===== src/design/tld_pkg.sv =====
`default_nettype none
package tld_pkg;

  localparam int unsigned CHAR_W         = 7;
  localparam int unsigned NAME_MAX_CHARS = 9;
  localparam int unsigned NAME_W         = CHAR_W * NAME_MAX_CHARS;
  localparam int unsigned OP_W           = 2;
  localparam int unsigned STATUS_W       = 3;
  localparam int unsigned COUNT_W        = 5;

  localparam int unsigned IN_OP_LSB   = 0;
  localparam int unsigned IN_DIR_LSB  = IN_OP_LSB + OP_W;
  localparam int unsigned IN_FILE_LSB = IN_DIR_LSB + NAME_W;
  localparam int unsigned IN_DATA_W   = 128;
  localparam int unsigned OUT_DATA_W  = 8;

  typedef enum logic [OP_W-1:0] {
    OP_MKDIR  = 2'd0,
    OP_MKFILE = 2'd1,
    OP_DELETE = 2'd2,
    OP_SEARCH = 2'd3
  } op_e;

  typedef enum logic [STATUS_W-1:0] {
    STAT_OK         = 3'd0,
    STAT_NO_DIR     = 3'd1,
    STAT_NO_FILE    = 3'd2,
    STAT_DIRS_FULL  = 3'd3,
    STAT_FILES_FULL = 3'd4
  } status_e;

  typedef enum logic [2:0] {
    S_IDLE,
    S_MKDIR,
    S_DSCAN,
    S_MKFILE,
    S_FSCAN,
    S_DREAD,
    S_DMOVE,
    S_RESP
  } state_e;

  typedef struct packed {
    logic rd_en;
    logic name_we;
    logic cnt_we;
  } dir_ctl_t;

  typedef struct packed {
    logic rd_en;
    logic we;
  } file_ctl_t;

  // keep chars up to the first NUL, at most nchars of them
  function automatic logic [NAME_W-1:0] canon_name(logic [NAME_W-1:0] raw, int nchars);
    logic [NAME_W-1:0] res;
    logic              alive;
    logic [CHAR_W-1:0] ch;
    res   = '0;
    alive = 1'b1;
    for (int c = 0; c < NAME_MAX_CHARS; c++) begin
      ch = raw[NAME_W-1-CHAR_W*c -: CHAR_W];
      if (c >= nchars || ch == '0) alive = 1'b0;
      if (alive) res[NAME_W-1-CHAR_W*c -: CHAR_W] = ch;
    end
    return res;
  endfunction

endpackage
`default_nettype wire


===== src/design/tld_dir_store.sv =====
`default_nettype none
module tld_dir_store import tld_pkg::*; #(
  parameter int unsigned DEPTH  = 16,
  parameter int unsigned ADDR_W = 4,
  parameter int unsigned CNT_W  = 5
) (
  input  wire logic              clk_i,
  input  wire dir_ctl_t          ctl_i,
  input  wire logic [ADDR_W-1:0] addr_i,
  input  wire logic [NAME_W-1:0] wr_name_i,
  input  wire logic [CNT_W-1:0]  wr_cnt_i,
  output logic      [NAME_W-1:0] rd_name_o,
  output logic      [CNT_W-1:0]  rd_cnt_o
);

  logic [NAME_W-1:0] name_mem [DEPTH];
  logic [CNT_W-1:0]  cnt_mem  [DEPTH];
  logic [NAME_W-1:0] rd_name_q;
  logic [CNT_W-1:0]  rd_cnt_q;

  always_ff @(posedge clk_i) begin
    if (ctl_i.name_we) name_mem[addr_i] <= wr_name_i;
    if (ctl_i.cnt_we)  cnt_mem[addr_i]  <= wr_cnt_i;
    if (ctl_i.rd_en) begin
      rd_name_q <= name_mem[addr_i];
      rd_cnt_q  <= cnt_mem[addr_i];
    end
  end

  assign rd_name_o = rd_name_q;
  assign rd_cnt_o  = rd_cnt_q;

endmodule
`default_nettype wire


===== config.mk =====
export PLATFORM = sky130hd
export DESIGN_NAME = tld_dir_store
export DESIGN_NICKNAME = d
export VERILOG_FILES = /design/src/design/tld_pkg.sv /design/src/design/tld_dir_store.sv
export SDC_FILE = /design/constraint.sdc
export NUM_CORES = 1
export LEC_CHECK = 0
export BUFFER_PORTS_ARGS = -buffer_cell sky130_fd_sc_hd__buf_2
export CAP_MARGIN = 20
export CORE_ASPECT_RATIO = 0.9
export CORE_MARGIN = 8
export CORE_UTILIZATION = 45
export DETAILED_ROUTE_END_ITERATION = 6
export GPL_TIMING_DRIVEN = 1
export PLACE_DENSITY = 0.62
export SETUP_SLACK_MARGIN = 0.15
export SLEW_MARGIN = 20
export SYNTH_ARGS = -nofsm -noshare
export SYNTH_HDL_FRONTEND = slang
export SYNTH_SLANG_ARGS = --single-unit

===== constraint.sdc =====
create_clock -name clk_i -period 9.2 [get_ports clk_i]
set_input_delay 0.46 -clock clk_i [delete_from_list [all_inputs] [get_ports clk_i]]
set_output_delay 0.46 -clock clk_i [all_outputs]
set_load 0.05 [all_outputs]

==> reports/summary.json <==
{
  "run_status": "complete, no violations",
  "fin_util_pct": 51.52,
  "pin_count": 144,
  "grt_setup_unrepaired": "no",
  "leakagePower_nw": 15.40,
  "cts.htree.levels": 3,
  "timing.critical_path.from": "addr_i[0]",
  "post_synth_instance_area_mm2": 0.04288,
  "remaining_number_of_nets_flagged_by_the_antenna_check_after_routing": 0,
  "root_buffer_cell": "clkbuf_16",
  "synth_cells": 1777,
  "post-route-cell-area_mm2": 0.04870,
  "placementRows": 107,
  "critical-path-top-delay-family": "buffers and inverters",
  "r2r_slack_ps": 7620,
  "final_total_negative_setup_slack_ps": 0,
  "grt_antenna_before_repair": 17,
  "ys_ff_latch": 1156,
  "floorplan.initialDensity_pct": 45.37,
  "worstPathMaxFanout": 54,
  "clock-sinks": 1156,
  "final_hold_viol_count": 0,
  "timing.critical_path.arrival_ps": 3600,
  "synth.yosys.seq_area_share_pct": 80.95,
  "final_cell_mix": "edfxtp_1 (1156), mux4_2 (272), buf_2 (140)",
  "net_count_of_the_mapped_netlist": 1853,
  "slew-limit-headroom_pct": 33.34,
  "hold_fix_buffers_at_cts": 0,
  "hold_class": "in2reg",
  "cp_num_cells": 6,
  "grt_pass1_wl_um": 140300,
  "synthToLayoutAreaGrowth_pct": 13.56,
  "crit_path_end": "rd_name_o[57]",
  "final_period_util_pct": 34.80,
  "cts_repair_resize_count": 0,
  "synth.lib_cells_used.distinct": 17,
  "synthesis.yosys.warnings": 0,
  "cap_viol_max_count": 0,
  "drcViolationCount": 0,
  "post_cts.repair.setup_buffers": 0,
  "wl_um": 96090,
  "cp_slowest_cell": "buf_4",
  "floorplan.core_area_mm2": 0.09452,
  "r2r.worst_path.cells": 3,
  "max_rail_drop_vdd_v": 0.0001575,
  "crit_buf_inv": 3,
  "timing.critical_path.slowest_cell_delay_ps": 800,
  "cts_inserted_buffers": 113,
  "die-height_um": 308.9,
  "period_minus_slack_ps": 3202,
  "worst_setup_path_start_kind": "input port",
  "path_clk_slew_ps": 60,
  "worstReg2RegStart": "name_mem[11][33]",
  "global_route_overflow": 0,
  "floorplan.die_area_mm2": 0.1054,
  "viasPerCell": 5.831,
  "final_common_cell": "edfxtp_1",
  "r2r-end": "rd_name_o[33]",
  "clock_latency_ps": 660,
  "dpl-instance-area_mm2": 0.04509,
  "layout-drive-gt1-share_pct": 29.88,
  "die_width_um": 341.4,
  "cts_tree": "built",
  "synthesis.area_per_instance_um2": 24.13,
  "crit_top_cell": "buf_4",
  "fmaxAchievable_mhz": 312.3,
  "place.detailed.instances": 3114,
  "final-instance-count-excl-fill": 3328,
  "dpl.hpwl_um": 48920,
  "required_ps": 9600,
  "cp_cell_sequence": "buf_8 -> buf_4 -> buf_4 -> mux4_2 -> a22oi_1 -> nand2_1",
  "first_global_vias": 20220,
  "final_max_slew_viols": 0,
  "routed_vias": 19410,
  "powerDensity_mw_per_mm2": 226.0,
  "nets": 2052,
  "dr.first_iter.drc_count": 2035,
  "max_slew.worst_pin.slew_ps": 999.9,
  "count_of_buffers_inserted_at_the_top_level_ports": 143,
  "track_usage_pct": 18.05,
  "cts_max_path_bufs": 3,
  "grt_max_degree": 132,
  "drtPass1Iterations": 5,
  "routed_wire_length_per_instance_um": 28.87,
  "fillerInstances": 7358,
  "place_congestion": 0.7212,
  "critPathCaptureType": "flop",
  "finClkSkew_ps": 17.44,
  "setup-violations-final": 0,
  "criticalPathCategory": "in2reg"
}
Yosys cell counts:
| cell | count | area share (%) |
|---|---|---|
| buf_6 | 18 | 0.47 |
| a22oi_1 | 136 | 2.4 |
| nor2b_1 | 3 | 0.044 |
| edfxtp_1 | 1156 | 81 |
| nand3b_1 | 2 | 0.035 |
| mux4_2 | 272 | 14 |
| or3b_1 | 2 | 0.041 |
| nand2_1 | 71 | 0.62 |
| nor2_1 | 33 | 0.29 |
| buf_1 | 7 | 0.061 |
| buf_4 | 7 | 0.12 |
| clkbuf_1 | 44 | 0.39 |
| buf_2 | 20 | 0.23 |
| nand3_1 | 2 | 0.023 |
| and2_1 | 1 | 0.015 |
| nand2b_1 | 2 | 0.029 |
| or2_2 | 1 | 0.015 |
layout make-up:
cell class	count	area, µm²	share of cell area [%]
Clock inverter	55	555.5	1.141
Tap cell	1253	1568	3.219
Sequential cell	1156	34710	71.28
Antenna cell	10	25.02	0.05139
Timing Repair Buffer	180	1041	2.138
Clock buffer	149	3027	6.215
Multi-Input combinational cell	525	7769	15.95
worst register-to-register path, delay by kind of cell (launching register included):
kind | cells | cell delay [ps]
DFF | 1 | 370
and+or+nand+nor | 1 | 190
AOI/OAI and AO/OA | 1 | 260
muxes | 1 | 480
registers in the layout, indices dropped and copies added, names as in the netlist:
name and cells:
cnt_mem 80, name_mem 1008, rd_cnt_o 5, rd_name_o 63
metrics by stage:
| step | total power, mW | hold WS (ps) | setup slack [ps] |
|---|---|---|---|
| 2_1_floorplan | 6.451 | 558.9 | 4648 |
| 3_3_place_gp | 6.666 | 733.3 | 5244 |
| 3_5_place_dp | 6.681 | 736.8 | 5206 |
| 4_1_cts | 11.10 | 122.6 | 5898 |
| 5_1_grt | 11.34 | 137.5 | 5677 |
| 6_report | 11.00 | 167.0 | 5998 |
power by group:
part / internal [mW] / total (mW) / leakage [nW] / switching (mW)
combinational: 0.196 / 0.588 / 3.15 / 0.392
sequential: 5.94 / 5.97 / 10.5 / 0.0363
clock: 2.58 / 4.44 / 1.74 / 1.86
total: 8.71 / 11.0 / 15.4 / 2.29
cells by family after synthesis:
| kind of cell | count (synthesis) | share of synthesized area (%) |
|---|---|---|
| flip-flops | 1156 | 80.95 |
| multiplexers | 272 | 14.28 |
| AO/OA/AOI/OAI | 136 | 2.381 |
| AND/OR/NAND/NOR | 117 | 1.112 |
| buffers and inverters | 96 | 1.275 |
per-layer routing:
metal	share of wire, %	GRT usage, %
met1	43	25.79
met2	49	29.20
met3	7.0	3.383
met4	1.7	4.019
met5	0.035	0
worst min-delay path by stage:
stage	depth (start not counted)	from	slack [ps]	to
floorplan	0	wr_cnt_i[0]	560	cnt_mem[0][0]
global placement	3	name_mem[12][4]	730	rd_name_o[4]
detailed placement	3	name_mem[6][60]	740	rd_name_o[60]
CTS	1	wr_name_i[41]	120	name_mem[10][41]
global route	1	wr_name_i[20]	140	name_mem[6][20]
finish	1	wr_name_i[41]	170	name_mem[6][41]
Power figures use the tool's default switching activity.
